===== config.mk =====
export PLATFORM = sky130hd
export DESIGN_NAME = fixed_point_square_root_top
export DESIGN_NICKNAME = d
export VERILOG_FILES = /design/src/rtl/core/fpsqrt_pkg.sv /design/src/rtl/core/fixed_point_square_root_top.sv
export SDC_FILE = /design/constraint.sdc
export NUM_CORES = 1
export LEC_CHECK = 0
export BUFFER_PORTS_ARGS = -buffer_cell sky130_fd_sc_hd__buf_4
export CAP_MARGIN = 20
export CORE_ASPECT_RATIO = 2
export CORE_MARGIN = 2
export CORE_UTILIZATION = 30
export CTS_CLUSTER_SIZE = 40
export DETAILED_ROUTE_END_ITERATION = 6
export PLACE_DENSITY = 0.46
export SYNTH_ARGS = -nofsm -noshare
export SYNTH_HDL_FRONTEND = slang
export SYNTH_SLANG_ARGS = --single-unit

===== constraint.sdc =====
create_clock -name clk -period 5.4 [get_ports clk]
set_input_delay 1.08 -clock clk [delete_from_list [all_inputs] [get_ports clk]]
set_output_delay 1.08 -clock clk [all_outputs]
set_load 0.01 [all_outputs]

===== src/rtl/core/fpsqrt_pkg.sv =====
// Shared constants, control-word types and the sequencer program for the square-root block.
package fpsqrt_pkg;

  localparam int FRAC_BITS      = 16;
  localparam int MAX_ITERATIONS = 16;

  localparam int RADICAND_W = 32;
  localparam int ROOT_W     = 25;
  localparam int TOL_W      = 16;
  localparam int DVD_W      = RADICAND_W + FRAC_BITS;     // shifted radicand, also quotient
  localparam int ROUND_W    = $clog2(MAX_ITERATIONS + 1);
  localparam int DIV_STEPS  = DVD_W;
  localparam int DIVCNT_W   = $clog2(DIV_STEPS);
  localparam int PC_W       = 3;

  localparam logic [TOL_W-1:0]      TOL_RESET  = TOL_W'(66);
  localparam logic [RADICAND_W-1:0] FIX_ONE    = RADICAND_W'(1) << FRAC_BITS;
  localparam logic [RADICAND_W-1:0] ROOT_MAX   = RADICAND_W'((64'd1 << ROOT_W) - 64'd1);
  localparam logic [ROUND_W-1:0]    MAX_ROUNDS = ROUND_W'(MAX_ITERATIONS);
  localparam logic [DIVCNT_W-1:0]   LAST_DIV   = DIVCNT_W'(DIV_STEPS - 1);

  // Program step addresses
  localparam logic [PC_W-1:0] STEP_WAIT  = 3'd0;
  localparam logic [PC_W-1:0] STEP_TEST  = 3'd1;
  localparam logic [PC_W-1:0] STEP_CAP   = 3'd2;
  localparam logic [PC_W-1:0] STEP_MEAN  = 3'd3;
  localparam logic [PC_W-1:0] STEP_DIV   = 3'd4;
  localparam logic [PC_W-1:0] STEP_WRY   = 3'd5;
  localparam logic [PC_W-1:0] STEP_SPARE = 3'd6;
  localparam logic [PC_W-1:0] STEP_DONE  = 3'd7;

  typedef enum logic [2:0] {
    OP_NOP      = 3'd0,
    OP_LOAD     = 3'd1,
    OP_MARK_CAP = 3'd2,
    OP_MEAN     = 3'd3,
    OP_DIV_STEP = 3'd4,
    OP_WRITE_Y  = 3'd5,
    OP_PUBLISH  = 3'd6
  } op_t;

  typedef enum logic [2:0] {
    CND_NEVER     = 3'd0,
    CND_ALWAYS    = 3'd1,
    CND_NO_ACCEPT = 3'd2,
    CND_CONVERGED = 3'd3,
    CND_CAP       = 3'd4,
    CND_DIV_MORE  = 3'd5,
    CND_OUT_BUSY  = 3'd6
  } cond_t;

  typedef struct packed {
    op_t             op;
    cond_t           cond;
    logic [PC_W-1:0] target;
  } ctrl_word_t;

  // Microprogram: jump to target when the condition holds, else fall through.
  // The done step falls through to the wait step by wrap-around.
  function automatic ctrl_word_t sqrt_rom(input logic [PC_W-1:0] pc);
    ctrl_word_t cw;
    case (pc)
      STEP_WAIT: cw = '{op: OP_LOAD,     cond: CND_NO_ACCEPT, target: STEP_WAIT};
      STEP_TEST: cw = '{op: OP_NOP,      cond: CND_CONVERGED, target: STEP_DONE};
      STEP_CAP:  cw = '{op: OP_MARK_CAP, cond: CND_CAP,       target: STEP_DONE};
      STEP_MEAN: cw = '{op: OP_MEAN,     cond: CND_NEVER,     target: STEP_WAIT};
      STEP_DIV:  cw = '{op: OP_DIV_STEP, cond: CND_DIV_MORE,  target: STEP_DIV};
      STEP_WRY:  cw = '{op: OP_WRITE_Y,  cond: CND_ALWAYS,    target: STEP_TEST};
      STEP_DONE: cw = '{op: OP_PUBLISH,  cond: CND_OUT_BUSY,  target: STEP_DONE};
      default:   cw = '{op: OP_NOP,      cond: CND_ALWAYS,    target: STEP_WAIT};
    endcase
    return cw;
  endfunction

endpackage


===== src/rtl/core/fixed_point_square_root_top.sv =====
// Top level: microcoded Babylonian square root of an unsigned Q16.16 word.
// Steps: a load, then per round a test, a cap check, the mean, 48 divide steps and a
//   write-back; a closing test (plus the cap check when capped) and a publish step;
//   at most 16 rounds. Radicands 0 and 1.0 load, pass the first test and publish.
// One word at a time: the input stalls until publish, which waits out output stalls.
// Reset (rst_n, synchronous, active low): sequencer to wait, output empty, tolerance 66.
module fixed_point_square_root_top (
  input  logic                             clk,
  input  logic                             rst_n,
  input  logic                             in_valid,
  output logic                             in_stall,
  input  logic [fpsqrt_pkg::RADICAND_W-1:0] in_radicand,
  output logic                             out_valid,
  input  logic                             out_stall,
  output logic [fpsqrt_pkg::ROOT_W-1:0]     out_root,
  output logic                             out_iteration_limit_hit,
  input  logic                             cfg_valid,
  output logic                             cfg_ready,
  input  logic [fpsqrt_pkg::TOL_W-1:0]      cfg_tolerance
);
  import fpsqrt_pkg::*;

  // Sequencer
  logic [PC_W-1:0] pc_r, pc_nxt;
  ctrl_word_t      cw;
  logic            cond_true;

  // Datapath registers
  logic [RADICAND_W-1:0] n_r, n_nxt;
  logic [RADICAND_W-1:0] x_r, x_nxt;      // upper estimate
  logic [DVD_W-1:0]      y_r, y_nxt;      // lower estimate
  logic [DVD_W-1:0]      dvd_r, dvd_nxt;  // dividend shifting out, quotient shifting in
  logic [RADICAND_W-1:0] rem_r, rem_nxt;
  logic [DIVCNT_W-1:0]   cnt_r, cnt_nxt;
  logic [ROUND_W-1:0]    rounds_r, rounds_nxt;
  logic                  hit_r, hit_nxt;
  logic [TOL_W-1:0]      tol_r, tol_nxt;

  // Output register
  logic                  out_valid_r, out_valid_nxt;
  logic [ROOT_W-1:0]     root_r, root_nxt;
  logic                  flag_r, flag_nxt;

  // Helpers
  logic                  accept;
  logic                  special;
  logic                  x_gt_y;
  logic [RADICAND_W-1:0] diff;
  logic                  converged;
  logic                  cap;
  logic                  out_busy;
  logic [RADICAND_W:0]   sum;
  logic [RADICAND_W-1:0] mean;
  logic [RADICAND_W:0]   rem_sh;
  logic [RADICAND_W:0]   rem_sub;
  logic                  ge;

  assign in_stall  = (pc_r != STEP_WAIT);
  assign accept    = in_valid && !in_stall;
  assign cfg_ready = 1'b1;

  assign out_valid               = out_valid_r;
  assign out_root                = root_r;
  assign out_iteration_limit_hit = flag_r;

  // Zero and exactly one start with x equal to y, so the first test ends at once.
  assign special   = (in_radicand == '0) || (in_radicand == FIX_ONE);

  // Stop when the bracket has closed or is within tolerance
  assign x_gt_y    = {{FRAC_BITS{1'b0}}, x_r} > y_r;
  assign diff      = x_r - y_r[RADICAND_W-1:0];
  assign converged = !(x_gt_y && (diff > {{(RADICAND_W-TOL_W){1'b0}}, tol_r}));
  assign cap       = (rounds_r == MAX_ROUNDS);
  assign out_busy  = out_valid_r && out_stall;

  // Mean: y is below x here, so the sum of the low words is exact
  assign sum  = {1'b0, x_r} + {1'b0, y_r[RADICAND_W-1:0]};
  assign mean = sum[RADICAND_W:1];

  // Restoring divide step; the partial remainder stays below x
  assign rem_sh  = {rem_r, dvd_r[DVD_W-1]};
  assign ge      = rem_sh >= {1'b0, x_r};
  assign rem_sub = rem_sh - {1'b0, x_r};

  always_comb begin
    cw = sqrt_rom(pc_r);
    case (cw.cond)
      CND_NEVER:     cond_true = 1'b0;
      CND_ALWAYS:    cond_true = 1'b1;
      CND_NO_ACCEPT: cond_true = !accept;
      CND_CONVERGED: cond_true = converged;
      CND_CAP:       cond_true = cap;
      CND_DIV_MORE:  cond_true = (cnt_r != LAST_DIV);
      CND_OUT_BUSY:  cond_true = out_busy;
      default:       cond_true = 1'b0;
    endcase
    pc_nxt = cond_true ? cw.target : pc_r + 1'b1;
  end

  always_comb begin
    n_nxt         = n_r;
    x_nxt         = x_r;
    y_nxt         = y_r;
    dvd_nxt       = dvd_r;
    rem_nxt       = rem_r;
    cnt_nxt       = cnt_r;
    rounds_nxt    = rounds_r;
    hit_nxt       = hit_r;
    root_nxt      = root_r;
    flag_nxt      = flag_r;
    tol_nxt       = tol_r;
    out_valid_nxt = out_valid_r;

    // Drop the result once the far side takes it
    if (out_valid_r && !out_stall) begin
      out_valid_nxt = 1'b0;
    end

    if (cfg_valid && cfg_ready) begin
      tol_nxt = cfg_tolerance;
    end

    case (cw.op)
      OP_LOAD: begin
        // Capture the word and open the bracket [min(n,1), max(n,1)]
        if (accept) begin
          n_nxt      = in_radicand;
          hit_nxt    = 1'b0;
          rounds_nxt = '0;
          if (special) begin
            x_nxt = in_radicand;
            y_nxt = {{FRAC_BITS{1'b0}}, in_radicand};
          end else if (in_radicand > FIX_ONE) begin
            x_nxt = in_radicand;
            y_nxt = {{FRAC_BITS{1'b0}}, FIX_ONE};
          end else begin
            x_nxt = FIX_ONE;
            y_nxt = {{FRAC_BITS{1'b0}}, in_radicand};
          end
        end
      end
      OP_MARK_CAP: begin
        hit_nxt = cap;
      end
      OP_MEAN: begin
        // Move x to the mean, never zero, and arm the divider
        x_nxt      = (mean == '0) ? RADICAND_W'(1) : mean;
        rounds_nxt = rounds_r + 1'b1;
        dvd_nxt    = {n_r, {FRAC_BITS{1'b0}}};
        rem_nxt    = '0;
        cnt_nxt    = '0;
      end
      OP_DIV_STEP: begin
        rem_nxt = ge ? rem_sub[RADICAND_W-1:0] : rem_sh[RADICAND_W-1:0];
        dvd_nxt = {dvd_r[DVD_W-2:0], ge};
        cnt_nxt = cnt_r + 1'b1;
      end
      OP_WRITE_Y: begin
        y_nxt = dvd_r;
      end
      OP_PUBLISH: begin
        // Hold until the output register is free, then load it with saturation
        if (!out_busy) begin
          out_valid_nxt = 1'b1;
          root_nxt      = (x_r > ROOT_MAX) ? ROOT_MAX[ROOT_W-1:0] : x_r[ROOT_W-1:0];
          flag_nxt      = hit_r;
        end
      end
      default: begin
      end
    endcase
  end

  always_ff @(posedge clk) begin
    if (!rst_n) begin
      pc_r        <= STEP_WAIT;
      out_valid_r <= 1'b0;
      tol_r       <= TOL_RESET;
    end else begin
      pc_r        <= pc_nxt;
      out_valid_r <= out_valid_nxt;
      tol_r       <= tol_nxt;
    end
  end

  always_ff @(posedge clk) begin
    n_r      <= n_nxt;
    x_r      <= x_nxt;
    y_r      <= y_nxt;
    dvd_r    <= dvd_nxt;
    rem_r    <= rem_nxt;
    cnt_r    <= cnt_nxt;
    rounds_r <= rounds_nxt;
    hit_r    <= hit_nxt;
    root_r   <= root_nxt;
    flag_r   <= flag_nxt;
  end

endmodule


-- Yosys cells after proc, flatten, opt, wreduce, memory -nomap -nowiden
Index checks and enable logic that the tools add are counted.
- word-level logic and storage cells: 92
- input port bits: 53
- bits in registers: 250
- equality and inequality tests: 22
- order comparisons: 5
- multiplexer cells: 23
- add/sub/neg operators: 6
- bitwise gates (word level): 1
- reduce and logical (&&, ||, !) cells: 22
- operators with widths (kind ; number):
    $mux 32 ; 7
    $pmux 48 s2 ; 2
    $pmux 32 s2 ; 2
    $logic_not 32->1 ; 2
    $sub 32x32->32 ; 2
    $pmux 9 s7 ; 1
    $gt 32x48->1 ; 1
    $mux 48 ; 1
    $add 32x32->33 ; 1
    $ge 33x32->1 ; 1
    $eq 32x17->1 const B ; 1
    $gt 32x16->1 ; 1
    $gt 32x17->1 const B ; 1
    $gt 32x25->1 const B ; 1
    $eq 3x3->1 const B ; 9
    $eq 3x2->1 const B ; 6
    $pmux 6 s2 ; 1
    $pmux 5 s2 ; 1
    $reduce_and 2->1 ; 5
    $eq 3x1->1 const B ; 3
    $reduce_bool 2->1 ; 4
    $add 6x1->6 const B ; 1
    $ne 6x6->1 const B ; 1
    $pmux 1 s6 ; 1
    14 further kinds ; 23

-- Logic depth before layout (Yosys ltp)
Gate-level depths: netlist (run 1).
- word-level depth: 6
- gate-level depth with buffers: 24
- gate-level depth less buffers: 24

-- Worst setup path after synthesis (run 1)
OpenSTA, ideal clock, no wires.
- path kind: reg2reg
- from: register x_r[1]
- to: register pc_r[2]
- arrival time: 4.519 ns
- library setup time: 0.065 ns
- setup slack: 0.816 ns
- data required time: 5.335 ns
- stages on the path, launching flop included: 21
- path through: edfxtp_1 > ha_1 > nor2b_1 > o21bai_4 > and4bb_4 > o31a_1 > a21oi_1 > a21o_1 > a21oi_1 > xnor2_1 > ha_1 > nand4_1 > nor3_1 > a2111oi_0 > a21oi_1 > or3_1 > nor4_1 > nand4_1 > o41ai_4 > mux2_2 > nor2_1
- longest elaborated chain between the ends: 6
- ends and longest elaborated chain (element ; RTL line ; RTL):
    from (decl) ; fixed_point_square_root_top.sv:30 ; logic [RADICAND_W-1:0] x_r, x_nxt;
    from (signal assigned) ; fixed_point_square_root_top.sv:188 ; x_r <= x_nxt;
    $sub 32x32->32 ; fixed_point_square_root_top.sv:71 ; assign diff = x_r - y_r[RADICAND_W-1:0];
    $gt 32x16->1 ; fixed_point_square_root_top.sv:72 ; assign converged = !(x_gt_y && (diff > {{(RADICAND_W-TOL_W){1'b0}}, tol_r}));
    $logic_and 1x1->1 (*) ; fixed_point_square_root_top.sv:72 ;
    $logic_not 1->1 (*) ; fixed_point_square_root_top.sv:72 ;
    $pmux 1 s6 (*) ; fixed_point_square_root_top.sv:87 ; case (cw.cond)
    $mux 3 (*) ; fixed_point_square_root_top.sv:97 ; pc_nxt = cond_true ? cw.target : pc_r + 1'b1;
    to (signal assigned) ; fixed_point_square_root_top.sv:180 ; pc_r <= pc_nxt;
    to (decl) ; fixed_point_square_root_top.sv:24 ; logic [PC_W-1:0] pc_r, pc_nxt;
Every way passes the cells marked *; elsewhere a longest branch is shown, timed or not.
A chain may end at the register's enable or synchronous reset.

-- Worst setup path after layout (run 1)
- from: register x_r[0]
- to: register pc_r[2]
The elaborated chain is that of the path after synthesis.

==> results of run 1 <==
## kinds of logic after synthesis
logic type / after synthesis / synth area share, %
simple gates: 627 / 18.1
buf+inv: 208 / 5.18
fa+ha+maj: 125 / 9.65
flops: 250 / 44.5
compound gates: 392 / 16.3
xor+xnor: 82 / 4.37
mux: 30 / 1.87
other cells: 1 / 0.0228
## cells in the mapped netlist, drive strengths merged, types with 21 or more instances
master  count  area (µm²)
inv       137         514
nand2     191         717
nand4      22         138
a22o       25         219
nor2      168         633
and2       51         319
nor3       29         156
a21oi     119         633
xnor2      62         543
nor2b      23         144
nor4       21         131
buf        30         183
o21ai      83         427
mux2i      28         280
edfxtp    230        6910
clkbuf     39         148
nand3      71         355
ha        122        1530
a21o       35         263
## routing by layer
layer | wire length (µm) | vias up | global-route usage [%]
li1 | - | 6304 | -
met1 | 19600 | 6294 | 19.3
met2 | 32100 | 274 | 40.3
met3 | 1490 | 97 | 1.52
met4 | 2850 | 0 | 9.26
met5 | 0 | - | 0
## worst paths after layout
path | endpoint | depth (start not counted) | slack [ns] | startpoint
setup / recovery | pc_r[2] | 23 | 0.30 | x_r[0]
hold / removal | out_iteration_limit_hit | 0 | 0.43 | hit_r
setup reg to reg | pc_r[2] | 23 | 0.30 | x_r[0]
hold reg to reg | out_iteration_limit_hit | 0 | 0.43 | hit_r
## state kept, by name, summed over array words and instances (netlist names)
register                 count
hit_r                        1
y_r                         48
pc_r                         3
out_valid                    1
out_root                    25
cnt_r                        6
dvd_r                       48
x_r                         32
n_r                         32
rem_r                       32
tol_r                       16
out_iteration_limit_hit      1
rounds_r                     5
## cell usage in the layout, fill, tap and decap left out, types with 21 or more instances in the layout
master,Yosys,layout
nor2_1,167,167
nor3_1,28,25
a21o_1,35,35
edfxtp_1,230,230
nor2b_1,23,21
nand4_1,22,22
a21oi_1,113,108
a22o_1,25,25
buf_4,7,123
mux2i_1,28,28
nand3_1,71,70
clkbuf_16,0,27
inv_1,134,134
and2_1,51,51
nand2_1,191,190
ha_1,122,118
o21ai_0,77,77
xnor2_1,62,62
## through the flow
stage          instances  hold slack, ns  instance area (µm²)  setup slack, ns
6_report            2492           0.431                18900            0.295
5_1_grt             2492           0.438                18900           0.0116
4_1_cts             2487           0.427                18800           0.0910
3_5_place_dp        2441           0.411                17900            0.111
3_3_place_gp        2440           0.409                17900            0.163
2_1_floorplan       1715           0.400                16400            0.816
## final cells by class
cell class | count | area, µm²
Tap cell | 676 | 846
Multi-Input combinational cell | 1257 | 8440
Timing Repair Buffer | 124 | 943
Fill cell | 5548 | 35500
Clock buffer | 35 | 706
Sequential cell | 250 | 7310
Clock inverter | 11 | 136
Inverter | 139 | 522
## timing repair
item	in CTS	in global routing
setup buffers	0	5
endpoints found under the setup margin	0	3
resized for setup	0	19
==> impl_metrics.yaml, run 1 <==
finish:
  num-nets-final: 1976
  postLayoutCoreUtil_pct: 34.8
  antenna-diode-count: 0
  synthToLayoutAreaGrowth_pct: 15.0
  layout-drive-gt1-share_pct: 12.1
setup_path:
  critPathBufInv: 2
  crit_required_ns: 5.88
  worst-setup-path-type: "reg -> reg"
  arrival_ns: 5.59
  cp_top_family: "compound AO/OA/AOI/OAI gates"
  worstPathCellList: "inv_1, ha_1, fa_2, nand2b_1, a21o_1, a21oi_2, nor2_1, nor2_1, a21oi_1, xnor2_1, ha_1, a21oi_2, nand2_1, a21o_1, a2111oi_4, a21oi_2, or3_1, nor4_2, nand4_1, o41ai_4, buf_4, mux2_2, nor2_1"
  cpPeakStageDelay_ns: 0.38
  worst_setup_path_start_kind: "flip-flop"
  worstPathMaxFanout: 5
  slowest_stage: "o41ai_4"
  crit_path_end_kind: "flip-flop"
floorplan:
  num_rows: 121
  dieWidth_um: 169
  ioPinCount: 82
  dieArea_mm2: 0.0568
  initial_core_util_pct: 30.2
  die_h_um: 335
  core-area_mm2: 0.0544
routing:
  routed_wirelength_um: 56000
  num_vias: 13000
  final_antenna_net_count: 0
  drt-pass1-iter-count: 5
  viasPerCell: 5.20
  drcViolationCount: 0
  drtIter0Drc: 973
  wire_per_inst_um: 22.5
timing:
  fin_crit_ns: 5.10
  slew_viol_final: 0
  period_share_pct: 94.5
  fin_skew_ns: 0.0176
  finalHoldViolations: 0
  finalSetupViolCount: 0
  max-slew-margin-rel_pct: 36.8
  maxClockFrequency_mhz: 196
  tns_ns: 0
  rsz0062_at_grt: "no"
  worst_pin_slew_ns: 0.946
synth:
  synth_seq_area_share_pct: 44.5
  netlist_area_mm2: 0.0164
  synth_edf_count: 230
  synthArstFlopShare_pct: 0
  synth_ff_type: "edfxtp_1"
  avgSynthCellArea_um2: 9.58
  yosys_warnings: 0
  syn_inst: 1715
  syn_nets: 1893
  synth.distinct_cells: 93
  synth-seq-cells: 250
global_routing:
  grt_max_degree: 51
  grt_pass1_vias: 13600
  overflow: 0
  grt_usage_pct: 19.7
  antenna_found_initial: 2
  grt_pass1_wl_um: 83500
job:
  cap_violations: 0
status:
  status: "completed"
placement:
  gp_congestion: 0.956
  hpwl_um: 44500
  io_buffers: 80
clocking:
  h-tree-depth: 1
  cts_sinks: 250
  cts_tree: "built"
  hold_buffers: 0
  cts_inserted_buffers: 26
  insertion_delay_ns: 0.57
  clock_path_buffers: 3
  clock-root-buffer: "clkbuf_16"
  clk_pin_slew_ns: 0.07
min_path:
  worstHoldPathType: "reg -> reg"
Power of run 1 is left out: the tool's default activity adds up to more than one toggle a clock period on the data nets, which glitch-free logic cannot reach.
==> inputs of run 2 (changes only) <==
--- a/config.mk
+++ b/config.mk
@@ -13,6 +13,7 @@
 export CTS_CLUSTER_SIZE = 40
 export DETAILED_ROUTE_END_ITERATION = 6
 export PLACE_DENSITY = 0.46
+export SETUP_SLACK_MARGIN = 0.4
 export SYNTH_ARGS = -nofsm -noshare
 export SYNTH_HDL_FRONTEND = slang
 export SYNTH_SLANG_ARGS = --single-unit
==> run 2 against run 1 <==
  * Clock-buffer cell count did not move
  * Design area rose by 0.99%
  * Critical endpoint unchanged
  * Flip-flop and latch count did not move
  * Highest routed layer unchanged
  * Critical path depth fell by 2
  * Via count rose by 0.70%
==> impl_metrics.yaml, run 2 (synthesized netlist as in run 1, its figures left out) <==
floorplan:
  initial_core_util_pct: 30.2
  die_h_um: 335
  dieWidth_um: 169
  core-area_mm2: 0.0544
  dieArea_mm2: 0.0568
  ioPinCount: 82
  num_rows: 121
placement:
  hpwl_um: 44500
  io_buffers: 80
  dpl_worst_slack_ns: 0.111
  gp_congestion: 0.956
clocking:
  clock_path_buffers: 3
  clk_pin_slew_ns: 0.07
  cts_tree: "built"
  cts_inserted_buffers: 26
  insertion_delay_ns: 0.56
  hold_buffers: 0
  cts_sinks: 250
  clock-root-buffer: "clkbuf_16"
  h-tree-depth: 1
finish:
  reg.largest.list: "dvd_r: 48 flops, y_r: 48 flops"
  final_cell_mix: "230 x edfxtp_1, 190 x nand2_1, 165 x nor2_1, 137 x buf_4, 134 x inv_1"
  fill_cells: 5540
  layout-drive-gt1-share_pct: 13.3
  postLayoutCoreUtil_pct: 35.1
  num-nets-final: 1990
  synthToLayoutAreaGrowth_pct: 16.2
  final_common_cell: "edfxtp_1"
  antenna-diode-count: 0
setup_path:
  worstPathMaxFanout: 8
  worst-setup-path-type: "reg -> reg"
  crit_required_ns: 5.88
  worst_setup_path_start_kind: "flip-flop"
  arrival_ns: 5.30
  crit_path_end_kind: "flip-flop"
timing:
  finalSetupViolCount: 0
  rsz0062_at_grt: "yes"
  slew_viol_final: 0
  max-slew-margin-rel_pct: 37.0
  tns_ns: 0
  period_share_pct: 89.2
  fin_skew_ns: 0.0153
  fin_crit_ns: 4.82
  layout_setup_ws_ns: 0.581
  maxClockFrequency_mhz: 207
  finalHoldViolations: 0
  worst_pin_slew_ns: 0.944
routing:
  final_antenna_net_count: 0
  num_vias: 13100
  wire_per_inst_um: 22.4
  drcViolationCount: 0
  routed_wirelength_um: 56100
  drtIter0Drc: 841
  drt-pass1-iter-count: 5
  viasPerCell: 5.21
global_routing:
  grt_usage_pct: 19.7
  grt_pass1_vias: 13800
  grt_pass1_wl_um: 84000
  antenna_found_initial: 1
  overflow: 0
  grt_max_degree: 51
min_path:
  worstHoldPathType: "reg -> reg"
status:
  status: "completed"
job:
  cap_violations: 0
-- run 2: cell types whose count changed in the layout (fill, tap and decap cells not counted), moves of 2 or more --
cell / before / now
a21oi_2: 8 / 6
a21oi_4: 3 / 5
buf_4: 123 / 137
ha_1: 118 / 114
ha_4: 3 / 6
nor2_1: 167 / 165
nor2_2: 1 / 3
-- run 2: what timing repair did --
action | in CTS | in global routing
pin swaps | 10 | 14
buffers inserted | 11 | 8
cloned | 0 | 0
endpoints found under the setup margin | 3 | 3
gates resized for setup | 22 | 9
-- run 2: metal layers --
metal / GRT usage [%] / vias to the layer above / share of wire, %
li1: - / 6334 / -
met5: 0 / - / 0
met4: 9.11 / 0 / 5.1
met2: 40.7 / 264 / 58
met1: 19.3 / 6358 / 35
met3: 1.56 / 104 / 2.8
-- run 2: final timing paths --
path         startpoint                      end  slack [ns]  cells after the start
max reg2reg     x_r[11]                  pc_r[2]        0.58                     21
min               hit_r  out_iteration_limit_hit        0.43                      0
min reg2reg       hit_r  out_iteration_limit_hit        0.43                      0
max             x_r[11]                  pc_r[2]        0.58                     21
-- run 2: critical path, cell delays in order (launching register included) --
cell	delay, ns
edfxtp_1	0.43
ha_1	0.49
nand2_1	0.18
a211o_1	0.29
a21oi_4	0.17
nor2_2	0.08
nor2_2	0.14
a21oi_1	0.09
xnor2_1	0.16
ha_1	0.36
a21oi_2	0.16
nand2_1	0.06
a21o_1	0.20
a2111oi_4	0.29
a21oi_2	0.07
or3_4	0.38
nor4_2	0.14
nand4_1	0.20
o41ai_4	0.25
buf_4	0.20
mux2_2	0.33
nor2_1	0.08
-- run 2: per-stage QoR --
step,hold WS [ns],instances,cell area [µm²]
finish,0.426,2506,19100
global placement,0.409,2440,17900
CTS,0.427,2498,19000
global route,0.438,2506,19100
detailed placement,0.411,2441,17900
floorplan,0.400,1715,16400
-- run 2: area by class of cell --
type	count	area (µm²)	share of cell area [%]
inverter	139	522	2.73
timing repair buffer	138	1050	5.49
clock inverter	11	136	0.714
sequential	250	7310	38.3
tap	676	846	4.43
clock buffer	35	706	3.70
multi-input combinational	1257	8520	44.7
Power of run 2 is left out for the same reason.
